`config.mk`:
```
export PLATFORM = sky130hd
export DESIGN_NAME = ps2_device_link_engine_top_flat
export DESIGN_NICKNAME = d
export VERILOG_FILES = /design/src/hdl/ps2dl_pkg.sv /design/src/hdl/ps2dl_item_if.sv /design/src/hdl/ps2dl_result_if.sv /design/src/hdl/ps2dl_ram.sv /design/src/hdl/ps2_device_link_engine_top.sv /design/src/flat_wrapper.sv
export SDC_FILE = /design/constraint.sdc
export NUM_CORES = 1
export LEC_CHECK = 0
export ABC_AREA = 1
export BUFFER_PORTS_ARGS = -buffer_cell sky130_fd_sc_hd__buf_2
export CAP_MARGIN = 20
export CORE_MARGIN = 3
export CORE_UTILIZATION = 40
export CTS_CLUSTER_SIZE = 20
export DETAILED_ROUTE_END_ITERATION = 12
export PLACE_DENSITY = 0.62
export SKIP_CTS_REPAIR_TIMING = 1
export SLEW_MARGIN = 20
export SYNTH_ARGS = -nofsm -noshare
export SYNTH_HDL_FRONTEND = slang
export SYNTH_HIERARCHICAL = 1
export SYNTH_SLANG_ARGS = --single-unit
```
`constraint.sdc`:
```
create_clock -name clk_i -period 4.5 [get_ports clk_i]
set_clock_uncertainty 0.2 [all_clocks]
set_input_delay 0.9 -clock clk_i [delete_from_list [all_inputs] [get_ports clk_i]]
set_output_delay 0.9 -clock clk_i [all_outputs]
set_load 0.01 [all_outputs]
```
`src/hdl/ps2dl_pkg.sv`:
```
package ps2dl_pkg;

  typedef enum logic [1:0] {
    LS_IDLE    = 2'd0,
    LS_SEND    = 2'd1,
    LS_REQUEST = 2'd2,
    LS_RECEIVE = 2'd3
  } link_state_e;

  typedef enum logic [2:0] {
    PH_START    = 3'd0,
    PH_DATA     = 3'd1,
    PH_PARITY   = 3'd2,
    PH_STOP     = 3'd3,
    PH_ACK      = 3'd4,
    PH_UNACK    = 3'd5,
    PH_FINISHED = 3'd6
  } frame_phase_e;

  typedef enum logic [2:0] {
    OP_RISE = 3'd0,
    OP_FALL = 3'd1,
    OP_DATA = 3'd2,
    OP_SEND = 3'd3,
    OP_READ = 3'd4
  } op_e;

  localparam int unsigned OpW    = 3;
  localparam int unsigned ByteW  = 8;
  localparam int unsigned CountW = 4;

  typedef struct packed {
    logic [OpW-1:0]   op;
    logic             clk_pin;
    logic             data_pin;
    logic [ByteW-1:0] tx_byte;
  } item_t;

  typedef struct packed {
    logic             clk_drive;
    logic             data_drive;
    logic             link_idle;
    logic             tx_accepted;
    logic             rx_valid;
    logic [ByteW-1:0] rx_byte;
    logic             rx_dropped;
  } result_t;

endpackage

```
`src/hdl/ps2dl_item_if.sv`:
```
interface ps2dl_item_if;
  logic                         valid;
  logic                         ready;
  logic [ps2dl_pkg::OpW-1:0]    op;
  logic                         clk_pin;
  logic                         data_pin;
  logic [ps2dl_pkg::ByteW-1:0]  tx_byte;

  modport source (output valid, output op, output clk_pin, output data_pin,
                  output tx_byte, input ready);
  modport sink   (input valid, input op, input clk_pin, input data_pin,
                  input tx_byte, output ready);
endinterface

```
`src/hdl/ps2dl_result_if.sv`:
```
interface ps2dl_result_if;
  logic                         valid;
  logic                         ready;
  logic                         clk_drive;
  logic                         data_drive;
  logic                         link_idle;
  logic                         tx_accepted;
  logic                         rx_valid;
  logic [ps2dl_pkg::ByteW-1:0]  rx_byte;
  logic                         rx_dropped;

  modport source (output valid, output clk_drive, output data_drive, output link_idle,
                  output tx_accepted, output rx_valid, output rx_byte,
                  output rx_dropped, input ready);
  modport sink   (input valid, input clk_drive, input data_drive, input link_idle,
                  input tx_accepted, input rx_valid, input rx_byte,
                  input rx_dropped, output ready);
endinterface

```
`src/hdl/ps2dl_ram.sv`:
```
module ps2dl_ram #(
  parameter int unsigned WIDTH = 8,
  parameter int unsigned DEPTH = 64
) (
  input  logic                     clk_i,
  input  logic                     we_i,
  input  logic [$clog2(DEPTH)-1:0] waddr_i,
  input  logic [WIDTH-1:0]         wdata_i,
  input  logic [$clog2(DEPTH)-1:0] raddr_i,
  output logic [WIDTH-1:0]         rdata_o
);

  logic [WIDTH-1:0] mem_q [DEPTH];

  always_ff @(posedge clk_i) begin
    if (we_i) begin
      mem_q[waddr_i] <= wdata_i;
    end
    rdata_o <= mem_q[raddr_i];
  end

endmodule

```
`src/hdl/ps2_device_link_engine_top.sv`:
```
// Device side of a PS/2 link; the device generates the bus clock itself.
// item_i (sink) takes one event per beat: clock-rise, clock-fall or data
// tick from the bit timer with the sampled clock/data pins, a send request
// carrying tx_byte, or a read of the receive ring. result_o (source) gives
// exactly one beat per item: clock and data drive levels, link idle flag,
// send accepted, popped byte with rx_valid, and the ring-overflow flag.
// Result valid rises as the item moves from the input register through the
// step rule into the result register. With result_o.ready high, one item per
// cycle is sustained, set by the single step stage between the input
// register and the result register. Ring reads come from a registered
// RAM that is prefetched at the tail pointer, so pops also run every cycle.
// Reset puts the link idle with both lines released, clears the ring
// pointers and any pending send; ring contents are not cleared.
// When result_o.ready is low the result register holds, the input register
// fills and item_i.ready drops until the result beat is taken.
module ps2_device_link_engine_top #(
  parameter int unsigned RX_DEPTH = 64
) (
  input  logic                  clk_i,
  input  logic                  rst_ni,
  ps2dl_item_if.sink            item_i,
  ps2dl_result_if.source        result_o
);

  localparam int unsigned AW = $clog2(RX_DEPTH);
  localparam int unsigned BW = ps2dl_pkg::ByteW;
  localparam int unsigned CW = ps2dl_pkg::CountW;

  function automatic logic [AW-1:0] ring_next(input logic [AW-1:0] p);
    ring_next = (p == AW'(RX_DEPTH - 1)) ? '0 : p + AW'(1);
  endfunction

  ps2dl_pkg::item_t   in_q;
  logic               in_valid_q;
  ps2dl_pkg::result_t res_q, res_d;
  logic               res_valid_q;
  logic               adv;

  ps2dl_pkg::link_state_e  link_q, link_d;
  ps2dl_pkg::frame_phase_e phase_q, phase_d;
  logic                    pend_q, pend_d;
  logic [BW-1:0]           txsh_q, txsh_d;
  logic [CW-1:0]           txcnt_q, txcnt_d;
  logic [BW-1:0]           rxsh_q, rxsh_d;
  logic [CW-1:0]           rxcnt_q, rxcnt_d;
  logic                    par_q, par_d;
  logic                    clkl_q, clkl_d;
  logic                    datl_q, datl_d;
  logic [AW-1:0]           head_q, head_d;
  logic [AW-1:0]           tail_q, tail_d;

  logic          ram_wr;
  logic          ram_we;
  logic [AW-1:0] ram_raddr;
  logic [BW-1:0] ram_rdata;
  logic          byp_q;
  logic [BW-1:0] byp_data_q;
  logic [BW-1:0] tail_data;

  assign adv          = in_valid_q && (!res_valid_q || result_o.ready);
  assign item_i.ready = !in_valid_q || adv;

  always_ff @(posedge clk_i or negedge rst_ni) begin
    if (!rst_ni) begin
      in_valid_q  <= 1'b0;
      res_valid_q <= 1'b0;
    end else begin
      if (item_i.ready) begin
        in_valid_q <= item_i.valid;
      end
      if (adv) begin
        res_valid_q <= 1'b1;
      end else if (result_o.ready) begin
        res_valid_q <= 1'b0;
      end
    end
  end

  always_ff @(posedge clk_i) begin
    if (item_i.valid && item_i.ready) begin
      in_q.op       <= item_i.op;
      in_q.clk_pin  <= item_i.clk_pin;
      in_q.data_pin <= item_i.data_pin;
      in_q.tx_byte  <= item_i.tx_byte;
    end
    if (adv) begin
      res_q <= res_d;
    end
  end

  // step rule
  always_comb begin
    logic cell_bit;
    cell_bit = 1'b0;
    link_d   = link_q;
    phase_d  = phase_q;
    pend_d   = pend_q;
    txsh_d   = txsh_q;
    txcnt_d  = txcnt_q;
    rxsh_d   = rxsh_q;
    rxcnt_d  = rxcnt_q;
    par_d    = par_q;
    clkl_d   = clkl_q;
    datl_d   = datl_q;
    head_d   = head_q;
    tail_d   = tail_q;
    ram_wr   = 1'b0;
    res_d    = '0;

    unique case (ps2dl_pkg::op_e'(in_q.op))
      ps2dl_pkg::OP_RISE: begin
        if (link_d == ps2dl_pkg::LS_IDLE) begin
          if (!in_q.clk_pin) begin
            link_d = ps2dl_pkg::LS_REQUEST;
          end
        end else if (link_d == ps2dl_pkg::LS_REQUEST) begin
          if (in_q.clk_pin) begin
            if (!in_q.data_pin) begin
              link_d  = ps2dl_pkg::LS_RECEIVE;
              phase_d = ps2dl_pkg::PH_START;
            end else begin
              link_d = ps2dl_pkg::LS_IDLE;
            end
          end
        end
        if (link_d == ps2dl_pkg::LS_SEND || link_d == ps2dl_pkg::LS_RECEIVE) begin
          clkl_d = 1'b1;
        end
        if (link_d == ps2dl_pkg::LS_SEND && phase_d == ps2dl_pkg::PH_FINISHED) begin
          link_d = ps2dl_pkg::LS_IDLE;
          pend_d = 1'b0;
        end
        if (link_d == ps2dl_pkg::LS_IDLE && pend_d) begin
          link_d  = ps2dl_pkg::LS_SEND;
          phase_d = ps2dl_pkg::PH_START;
        end
      end
      ps2dl_pkg::OP_FALL: begin
        if (link_q == ps2dl_pkg::LS_SEND || link_q == ps2dl_pkg::LS_RECEIVE) begin
          clkl_d = 1'b0;
        end
        if (link_q == ps2dl_pkg::LS_RECEIVE && phase_q == ps2dl_pkg::PH_FINISHED) begin
          clkl_d = 1'b1;
          datl_d = 1'b1;
          link_d = ps2dl_pkg::LS_IDLE;
        end
      end
      ps2dl_pkg::OP_DATA: begin
        if (link_q == ps2dl_pkg::LS_SEND || link_q == ps2dl_pkg::LS_RECEIVE) begin
          if (!in_q.clk_pin) begin
            // host holds clock low: abort
            datl_d = 1'b1;
            link_d = ps2dl_pkg::LS_IDLE;
          end else if (link_q == ps2dl_pkg::LS_SEND) begin
            unique case (phase_q)
              ps2dl_pkg::PH_START: begin
                txcnt_d = '0;
                par_d   = 1'b0;
                datl_d  = 1'b0;
                phase_d = ps2dl_pkg::PH_DATA;
              end
              ps2dl_pkg::PH_DATA: begin
                cell_bit = txsh_q[txcnt_q[2:0]];
                txcnt_d  = txcnt_q + CW'(1);
                par_d    = par_q ^ cell_bit;
                datl_d   = cell_bit;
                if (txcnt_d > CW'(7)) begin
                  par_d   = ~par_d;
                  phase_d = ps2dl_pkg::PH_PARITY;
                end
              end
              ps2dl_pkg::PH_PARITY: begin
                datl_d  = par_q;
                phase_d = ps2dl_pkg::PH_STOP;
              end
              ps2dl_pkg::PH_STOP: begin
                datl_d  = 1'b1;
                phase_d = ps2dl_pkg::PH_FINISHED;
              end
              default: begin
                datl_d = 1'b1;
              end
            endcase
          end else begin
            cell_bit = in_q.data_pin;
            unique case (phase_q)
              ps2dl_pkg::PH_START: begin
                rxcnt_d = '0;
                par_d   = 1'b0;
                if (!cell_bit) begin
                  rxsh_d  = '0;
                  phase_d = ps2dl_pkg::PH_DATA;
                end
              end
              ps2dl_pkg::PH_DATA: begin
                rxsh_d[rxcnt_q[2:0]] = rxsh_q[rxcnt_q[2:0]] | cell_bit;
                rxcnt_d = rxcnt_q + CW'(1);
                par_d   = par_q ^ cell_bit;
                if (rxcnt_d > CW'(7)) begin
                  par_d   = ~par_d;
                  phase_d = ps2dl_pkg::PH_PARITY;
                end
              end
              ps2dl_pkg::PH_PARITY: begin
                phase_d = ps2dl_pkg::PH_STOP;
              end
              ps2dl_pkg::PH_STOP: begin
                phase_d = ps2dl_pkg::PH_ACK;
              end
              ps2dl_pkg::PH_ACK: begin
                datl_d  = 1'b0;
                phase_d = ps2dl_pkg::PH_UNACK;
              end
              ps2dl_pkg::PH_UNACK: begin
                datl_d = 1'b1;
                ram_wr = 1'b1;
                if (ring_next(head_q) != tail_q) begin
                  head_d = ring_next(head_q);
                end else begin
                  res_d.rx_dropped = 1'b1;
                end
                phase_d = ps2dl_pkg::PH_FINISHED;
              end
              default: begin
              end
            endcase
          end
        end
      end
      ps2dl_pkg::OP_SEND: begin
        if (link_q == ps2dl_pkg::LS_IDLE && !pend_q) begin
          txsh_d            = in_q.tx_byte;
          pend_d            = 1'b1;
          res_d.tx_accepted = 1'b1;
        end
      end
      ps2dl_pkg::OP_READ: begin
        if (link_q == ps2dl_pkg::LS_IDLE && head_q != tail_q) begin
          res_d.rx_byte  = tail_data;
          res_d.rx_valid = 1'b1;
          tail_d         = ring_next(tail_q);
        end
      end
      default: begin
      end
    endcase

    res_d.clk_drive  = clkl_d;
    res_d.data_drive = datl_d;
    res_d.link_idle  = (link_d == ps2dl_pkg::LS_IDLE);
  end

  always_ff @(posedge clk_i or negedge rst_ni) begin
    if (!rst_ni) begin
      link_q  <= ps2dl_pkg::LS_IDLE;
      phase_q <= ps2dl_pkg::PH_START;
      pend_q  <= 1'b0;
      txsh_q  <= '0;
      txcnt_q <= '0;
      rxsh_q  <= '0;
      rxcnt_q <= '0;
      par_q   <= 1'b0;
      clkl_q  <= 1'b1;
      datl_q  <= 1'b1;
      head_q  <= '0;
      tail_q  <= '0;
    end else if (adv) begin
      link_q  <= link_d;
      phase_q <= phase_d;
      pend_q  <= pend_d;
      txsh_q  <= txsh_d;
      txcnt_q <= txcnt_d;
      rxsh_q  <= rxsh_d;
      rxcnt_q <= rxcnt_d;
      par_q   <= par_d;
      clkl_q  <= clkl_d;
      datl_q  <= datl_d;
      head_q  <= head_d;
      tail_q  <= tail_d;
    end
  end

  // ring storage, read port prefetches the next tail entry
  assign ram_we    = adv && ram_wr;
  assign ram_raddr = adv ? tail_d : tail_q;

  ps2dl_ram #(
    .WIDTH (BW),
    .DEPTH (RX_DEPTH)
  ) u_ring (
    .clk_i   (clk_i),
    .we_i    (ram_we),
    .waddr_i (head_q),
    .wdata_i (rxsh_q),
    .raddr_i (ram_raddr),
    .rdata_o (ram_rdata)
  );

  // write/read collision on the same entry: forward the written byte
  always_ff @(posedge clk_i or negedge rst_ni) begin
    if (!rst_ni) begin
      byp_q <= 1'b0;
    end else begin
      byp_q <= ram_we && (head_q == ram_raddr);
    end
  end

  always_ff @(posedge clk_i) begin
    byp_data_q <= rxsh_q;
  end

  assign tail_data = byp_q ? byp_data_q : ram_rdata;

  assign result_o.valid       = res_valid_q;
  assign result_o.clk_drive   = res_q.clk_drive;
  assign result_o.data_drive  = res_q.data_drive;
  assign result_o.link_idle   = res_q.link_idle;
  assign result_o.tx_accepted = res_q.tx_accepted;
  assign result_o.rx_valid    = res_q.rx_valid;
  assign result_o.rx_byte     = res_q.rx_byte;
  assign result_o.rx_dropped  = res_q.rx_dropped;

  a_send_has_pending: assert property (@(posedge clk_i) disable iff (!rst_ni)
    (link_q == ps2dl_pkg::LS_SEND) |-> pend_q)
    else $error("send in progress without a pending byte");

  a_pop_only_idle: assert property (@(posedge clk_i) disable iff (!rst_ni)
    (res_valid_q && res_q.rx_valid) |-> res_q.link_idle)
    else $error("byte popped while link busy");

  a_drop_in_receive: assert property (@(posedge clk_i) disable iff (!rst_ni)
    (res_valid_q && res_q.rx_dropped) |-> !res_q.link_idle && !res_q.rx_valid)
    else $error("overflow flagged outside a receive frame");

  a_one_sw_op: assert property (@(posedge clk_i) disable iff (!rst_ni)
    res_valid_q |-> !(res_q.tx_accepted && res_q.rx_valid))
    else $error("send and read reported in one beat");

  a_tail_moves_on_pop: assert property (@(posedge clk_i) disable iff (!rst_ni)
    (tail_q != $past(tail_q)) |-> (res_valid_q && res_q.rx_valid))
    else $error("ring tail moved without a pop");

endmodule
```
`src/flat_wrapper.sv`:
```
// flat-port wrapper written by rule: the top's interface ports become plain ports
module ps2_device_link_engine_top_flat 
#(
  parameter int unsigned RX_DEPTH = 64
)
  (clk_i, rst_ni, item_i_valid, item_i_op, item_i_clk_pin, item_i_data_pin, item_i_tx_byte, item_i_ready, result_o_valid, result_o_clk_drive, result_o_data_drive, result_o_link_idle, result_o_tx_accepted, result_o_rx_valid, result_o_rx_byte, result_o_rx_dropped, result_o_ready);
  ps2dl_item_if item_i_i ();
  ps2dl_result_if result_o_i ();
  input  logic clk_i;
  input  logic rst_ni;
  input wire logic [$bits(item_i_i.valid)-1:0] item_i_valid;
  input wire logic [$bits(item_i_i.op)-1:0] item_i_op;
  input wire logic [$bits(item_i_i.clk_pin)-1:0] item_i_clk_pin;
  input wire logic [$bits(item_i_i.data_pin)-1:0] item_i_data_pin;
  input wire logic [$bits(item_i_i.tx_byte)-1:0] item_i_tx_byte;
  output wire logic [$bits(item_i_i.ready)-1:0] item_i_ready;
  output wire logic [$bits(result_o_i.valid)-1:0] result_o_valid;
  output wire logic [$bits(result_o_i.clk_drive)-1:0] result_o_clk_drive;
  output wire logic [$bits(result_o_i.data_drive)-1:0] result_o_data_drive;
  output wire logic [$bits(result_o_i.link_idle)-1:0] result_o_link_idle;
  output wire logic [$bits(result_o_i.tx_accepted)-1:0] result_o_tx_accepted;
  output wire logic [$bits(result_o_i.rx_valid)-1:0] result_o_rx_valid;
  output wire logic [$bits(result_o_i.rx_byte)-1:0] result_o_rx_byte;
  output wire logic [$bits(result_o_i.rx_dropped)-1:0] result_o_rx_dropped;
  input wire logic [$bits(result_o_i.ready)-1:0] result_o_ready;
  assign item_i_i.valid = item_i_valid;
  assign item_i_i.op = item_i_op;
  assign item_i_i.clk_pin = item_i_clk_pin;
  assign item_i_i.data_pin = item_i_data_pin;
  assign item_i_i.tx_byte = item_i_tx_byte;
  assign item_i_ready = item_i_i.ready;
  assign result_o_valid = result_o_i.valid;
  assign result_o_clk_drive = result_o_i.clk_drive;
  assign result_o_data_drive = result_o_i.data_drive;
  assign result_o_link_idle = result_o_i.link_idle;
  assign result_o_tx_accepted = result_o_i.tx_accepted;
  assign result_o_rx_valid = result_o_i.rx_valid;
  assign result_o_rx_byte = result_o_i.rx_byte;
  assign result_o_rx_dropped = result_o_i.rx_dropped;
  assign result_o_i.ready = result_o_ready;
  ps2_device_link_engine_top #(.RX_DEPTH(RX_DEPTH)) u_core (.clk_i(clk_i), .rst_ni(rst_ni), .item_i(item_i_i), .result_o(result_o_i));
endmodule
```
## After elaboration in Yosys (flattened, before gate mapping)

Memories as Yosys holds them, arrays and structs flattened. A register that Yosys moved wholly into a read port is not among the register bits.
Cells that the tools add are included.

- Register bits: 83
- RAM bits: 512
- Input bits: 17
- Output and inout port bits: 16
- Word-level logic and storage cells: 190
- Memories: 1

- $add $sub $neg: 4
- $lt $le $gt $ge: 5
- Equality and inequality tests: 30
- Muxes and demuxes: 77
- Bitwise logic cells: 10
- Reduce and logical (&&, ||, !) cells: 36

Memories:

| name | words | bits a word | rd ports | clocked after memory_dff | write ports | line | text |
|---|---|---|---|---|---|---|---|
| u_core.u_ring.mem_q | 64 | 8 | 1 | 1 | 1 | ps2dl_ram.sv:13 | `logic [WIDTH-1:0] mem_q [DEPTH];` |

Operators with widths:

| cell | count |
|---|---|
| two-way mux 3 bit | 12 |
| two-way mux 6 bit | 5 |
| two-way mux 1 bit | 27 |
| two-way mux 2 bit | 12 |
| one-hot mux 3 bit (6 select lines) | 1 |
| two-way mux 8 bit | 2 |
| one-hot mux 4 bit (2 select lines) | 2 |
| one-hot mux 8 bit (2 select lines) | 1 |
| equality test 3 bit, second input constant | 5 |
| AND reduction 7 bit | 2 |
| adder 6 x 1 -> 6 bit, second input constant | 2 |
| equality test 3 x 2 -> 1 bit, second input constant | 4 |
| equality test 6 bit, second input constant | 2 |
| != test 6 bit | 2 |
| one-hot mux 1 bit (2 select lines) | 6 |
| one-hot mux 3 bit (4 select lines) | 1 |
| AND reduction 6 bit | 2 |
| logical AND 1 bit | 10 |
| two-way mux 9 bit | 1 |
| AND reduction 9 bit | 1 |
| adder 4 x 1 -> 4 bit, second input constant | 2 |
| bitwise mux 8 bit | 1 |
| greater-than comparator 4 x 3 -> 1 bit, second input constant | 2 |
| less-than comparator 3 x 4 -> 1 bit, second input constant | 2 |
| 28 further kinds | 55 |

## Logic depth before layout (Yosys ltp)

- Depth in word-level cells: 14
- Gate-level depth with buffers: 21
- Gate-level depth less buffers: 18

## Modules after synthesis

Netlist, hierarchy kept.

Modules (own cells, without submodules):

| module | times used | cells an instance | area an instance (um^2) | sequential area each (um^2) |
|---|---|---|---|---|
| ps2dl_ram | 1 | 1822 | 21291.7 | 15534.9 |
| ps2_device_link_engine_top | 1 | 508 | 4319.1 | 2174.6 |

## Worst setup path before layout

No wires, ideal clock.

- Path type: input to register
- Start: in result_o_ready
- End: mem u_core.u_ring.mem_q[48][0] (enable)
- Setup time: 383 ps
- Data arrival time: 2691 ps
- Data required time: 3917 ps
- Slack: 1225 ps
- Cell stages on the path: 10
- Buffers on the path: 2
- Cells stage by stage: inv_1 -> nand2_1 -> nand2_1 -> buf_2 -> nor2_1 -> nand3_1 -> inv_1 -> clkbuf_1 -> inv_1 -> nor3_1

- Cells in the longest elaborated chain, start to end: 5

RTL lines:

| what | line | text |
|---|---|---|
| start: declaration | flat_wrapper.sv:25 | `input wire logic [$bits(result_o_i.ready)-1:0] result_o_ready;` |
| logical OR 1 bit | ps2_device_link_engine_top.sv:60 | `assign adv = in_valid_q && (!res_valid_q \|\| result_o.ready);` |
| logical AND 1 bit | ps2_device_link_engine_top.sv:60 |  |
| logical AND 1 bit | ps2_device_link_engine_top.sv:284 | `assign ram_we = adv && ram_wr;` |
| net u_core.ram_we | ps2_device_link_engine_top.sv:53 | `logic ram_we;` |
| two-way mux 1 bit | ps2dl_ram.sv:16 | `if (we_i) begin` |
| two-way mux 1 bit (not written as such) | ps2dl_ram.sv:17 | `mem_q[waddr_i] <= wdata_i;` |
| end: declaration | ps2dl_ram.sv:13 |  |

The timed path passes the listed nets, and every way through them passes these cells.

## Worst setup path after layout

- Start: reg u_core.head_q[2]
- End: reg u_core.u_ring.rdata_o[2], read port of u_core.u_ring.mem_q

- Cells in the longest elaborated chain, start to end: 5

RTL lines:

| what | line | text |
|---|---|---|
| start: declaration | ps2_device_link_engine_top.sv:49 | `logic [AW-1:0] head_q, head_d;` |
| start signal: assignment | ps2_device_link_engine_top.sv:265 | `head_q <= '0;` |
| start signal: assignment | ps2_device_link_engine_top.sv:278 | `head_q <= head_d;` |
| != test 6 bit | ps2_device_link_engine_top.sv:238 | `if (link_q == ps2dl_pkg::LS_IDLE && head_q != tail_q) begin` |
| logical AND 1 bit | ps2_device_link_engine_top.sv:238 |  |
| two-way mux 6 bit | ps2_device_link_engine_top.sv:238 |  |
| two-way mux 6 bit | ps2_device_link_engine_top.sv:110 | `unique case (ps2dl_pkg::op_e'(in_q.op))` |
| two-way mux 6 bit | ps2_device_link_engine_top.sv:285 | `assign ram_raddr = adv ? tail_d : tail_q;` |
| net u_core.ram_raddr[0] | ps2_device_link_engine_top.sv:54 | `logic [AW-1:0] ram_raddr;` |
| end: declaration | ps2dl_ram.sv:10 | `output logic [WIDTH-1:0] rdata_o` |

The timed path passes the listed nets, and every way through them passes these cells.
A chain may end at the register's enable or synchronous reset.

==> flow_metrics.py <==
metrics = {
    "floorplan": {
        "core_um2": 63200,
        "die_x_um": 259,
        "start_util_pct": 40.5,
        "io_pins": 33,
        "die_area_um2": 67100,
        "die_y_um": 259,
        "fp-row-count": 92,
    },
    "sta": {
        "fin_crit_sh_pct": 78.9,
        "fin_crit_ns": 3.55,
        "setup-violations-final": 0,
        "hold-worst-slack_ns": 0.182,
        "rsz0062_at_grt": "false",
        "worst_slew_pin_slew_ns": 0.988,
        "timing.final.ws_setup_ns": 0.949,
        "final.setup.tns_ns": 0,
        "maxSlewHeadroom_pct": 34.1,
        "fmax_ghz": 0.282,
        "slew_violations": 0,
        "hold_violations": 0,
    },
    "worst_setup_path": {
        "cp_top_family": "simple AND/OR/NAND/NOR gates",
        "path_cells": "inv_1 > nand2_1 > nand2_2 > nor2_2 > nand3_4 > nand3_2 > nand2_1 > nand2_1 > inv_6 > inv_6 > buf_12 > nand2_1 > nand3_1 > nand3_1 > nand2_1 > nand2_1 > nand3_1 > nand3_1 > nand2_1",
        "worstPathMaxFanout": 72,
        "cp_common_cell": "nand2_1",
        "start_kind": "flip-flop",
        "worst-path-buf-inv": 4,
        "critical_path_class": "flip-flop to flip-flop",
        "slowest_stage": "dfrtp_1",
        "slowest_delay_ns": 0.56,
        "cp.required_ns": 4.87,
        "endpoint_kind": "flip-flop",
        "worstPathArrival_ns": 3.92,
    },
    "final_layout": {
        "instances_no_fill": 3252,
        "final_nets": 2375,
        "syn2layout_area_growth_pct": 11.5,
        "final_core_util_pct": 45.2,
        "design_area_um2": 28600,
        "drive_gt1_share_pct": 9.40,
    },
    "synthesis": {
        "yosysWarnings": 6,
        "synth.largest_area_cell": "edfxtp_1",
        "ys_ff_latch": 603,
        "ys_seq_area_share_pct": 69.1,
        "ys_dominant_reg_cell": "edfxtp_1",
        "syn-instance-count": 2330,
        "synth_most_common_cell": "nand2_1",
        "synth_top_area_share_pct": 63.2,
        "synthTopCellsByArea": "edfxtp_1 63%, nand2_1 11%, nand3_1 9.2%",
        "ys_types": 49,
        "synth_edf_count": 539,
        "synth-async-reset-ratio_pct": 7.96,
        "synth.cells.most_frequent": "784 x nand2_1, 539 x edfxtp_1, 469 x nand3_1, 112 x nor2_1, 71 x inv_1",
        "syn_area_per_cell_um2": 11.0,
        "syn_nets": 2353,
        "syn_area_um2": 25600,
    },
    "worst_hold_path": {
        "hold_class": "input port to async pin",
    },
    "grt": {
        "use_met3_pct": 2.59,
        "first_global_vias": 17100,
        "use_met1_pct": 26.5,
        "grt_first_pass_wirelength_um": 99300,
        "grt_use_total_pct": 19.1,
        "grt_max_degree": 169,
        "grt-ovfl-total": 0,
        "antenna_found_initial": 0,
        "busiest_layer": "met2",
        "use_met2_pct": 30.9,
    },
    "clock_tree": {
        "cts_tree": "yes",
        "htreeDepth": 2,
        "cts_buffer_depth": 3,
        "cts_sinks": 603,
        "cts_made_buffers": 60,
        "cts_root_buf": "clkbuf_16",
        "cts.clk_slew.worst_paths_ns": 0.06,
        "clock_latency_ns": 0.63,
    },
    "placed_design": {
        "port-buffer-count": 32,
        "dp_hpwl_um": 39000,
        "placed_cells": 3136,
        "gp_congestion": 0.885,
        "place_ws_ns": 0.529,
        "placed_area_um2": 26600,
    },
    "detailed_routing": {
        "drt_iter0_markers": 2009,
        "via_per_inst": 5.37,
        "dr.pass1.iters": 9,
        "totalWireLength_um": 64900,
        "drc": 0,
        "num_vias": 17500,
        "ant_nets": 0,
        "wire_per_inst_um": 20.0,
    },
    "pwr": {
        "power.density_nw_per_um2": 579,
        "p_leak_nw": 10.6,
        "total_power_mw": 16.5,
        "vdd_drop_max_v": 0.000538,
    },
    "status": {
        "outcome": "finished clean",
    },
    "flow_run": {
        "maxCapViolations": 0,
    },
}
## layout by cell type, fill, tap and decap left out, drive strengths merged, types with 3 or more instances in the layout
cell    netlist  final
nand2       791    791
edfxtp      539    539
nand3       473    473
nor2        122    122
clkbuf        9     86
inv          83     83
buf         106     75
dfrtp        46     46
o21ai        39     39
clkinv        2     26
nor3         25     25
dfxtp        16     16
a21oi        15     15
nand4        12     12
xor2          9      9
mux2          8      8
ha            6      6
o211ai        5      5
xnor2         5      5
diode         0      3
a221oi        3      3
## cell type report
cell class                 count  area (µm²)
fill                        5753       34600
sequential                   603       17700
multi-input combinational   1527        6860
clock buffer                  86        1800
tap                          846        1060
timing repair buffer          75         583
inverter                      85         333
clock inverter                27         206
antenna                        3        7.51
## final timing paths
path	start	to	slack, ns	depth (start not counted)
max	u_core/head_q[2]	u_core/u_ring/rdata_o[2]	0.95	19
min	rst_ni	u_core/in_valid_q	0.18	2
max in group asynchronous	rst_ni	u_core/rxsh_q[2]	3.46	2
min reg2reg	u_core/clkl_q	u_core/clkl_q	0.28	2
max reg2reg	u_core/head_q[2]	u_core/u_ring/rdata_o[2]	0.95	19
min in group clk_i	item_i_tx_byte[6]	u_core/in_q[6]	0.25	1
## sequential cells by signal (all words and copies together), names as in the netlist, 2 cells and up
register and count:
u_core/head_q 6, u_core/u_ring/mem_q 512, u_core/phase_q 3, u_core/txsh_q 8, u_core/byp_data_q 8, u_core/in_q 13
u_core/rxsh_q 8, u_core/txcnt_q 4, u_core/u_ring/rdata_o 8, u_core/rxcnt_q 4, u_core/link_q 2, u_core/tail_q 6
u_core/result_o.rx_byte 8
## worst reg2reg max path, cell delays in order (launching register included)
cell and delay [ns]:
dfrtp_1 0.56, inv_1 0.11, nand2_1 0.09, nand2_2 0.09, nor2_2 0.13, nand3_4 0.13, nand3_2 0.11, nand2_1 0.05
nand2_1 0.17, inv_6 0.07, inv_6 0.45, buf_12 0.39, nand2_1 0.13, nand3_1 0.09, nand3_1 0.13, nand2_1 0.11
nand2_1 0.08, nand3_1 0.16, nand3_1 0.15, nand2_1 0.10
## kinds of logic after synthesis
group,share of synthesized area [%]
mux,0.352
xor+xnor,0.479
flops,69.1
buf+inv,4.16
compound gates,1.60
fa+ha+maj,0.293
simple gates,24.0
## per-layer routing
layer / up-vias / part of all wire (%)
met5: - / 0
met4: 0 / 3.3
met3: 135 / 6.6
met2: 669 / 47
met1: 8539 / 43
li1: 8118 / -
## where the power goes
part,switching (mW),leakage (nW),internal [mW]
combinational,3.67,4.09,1.47
clock,2.09,0.987,2.88
sequential,0.158,5.55,6.26
Power figures use the tool's default switching activity.
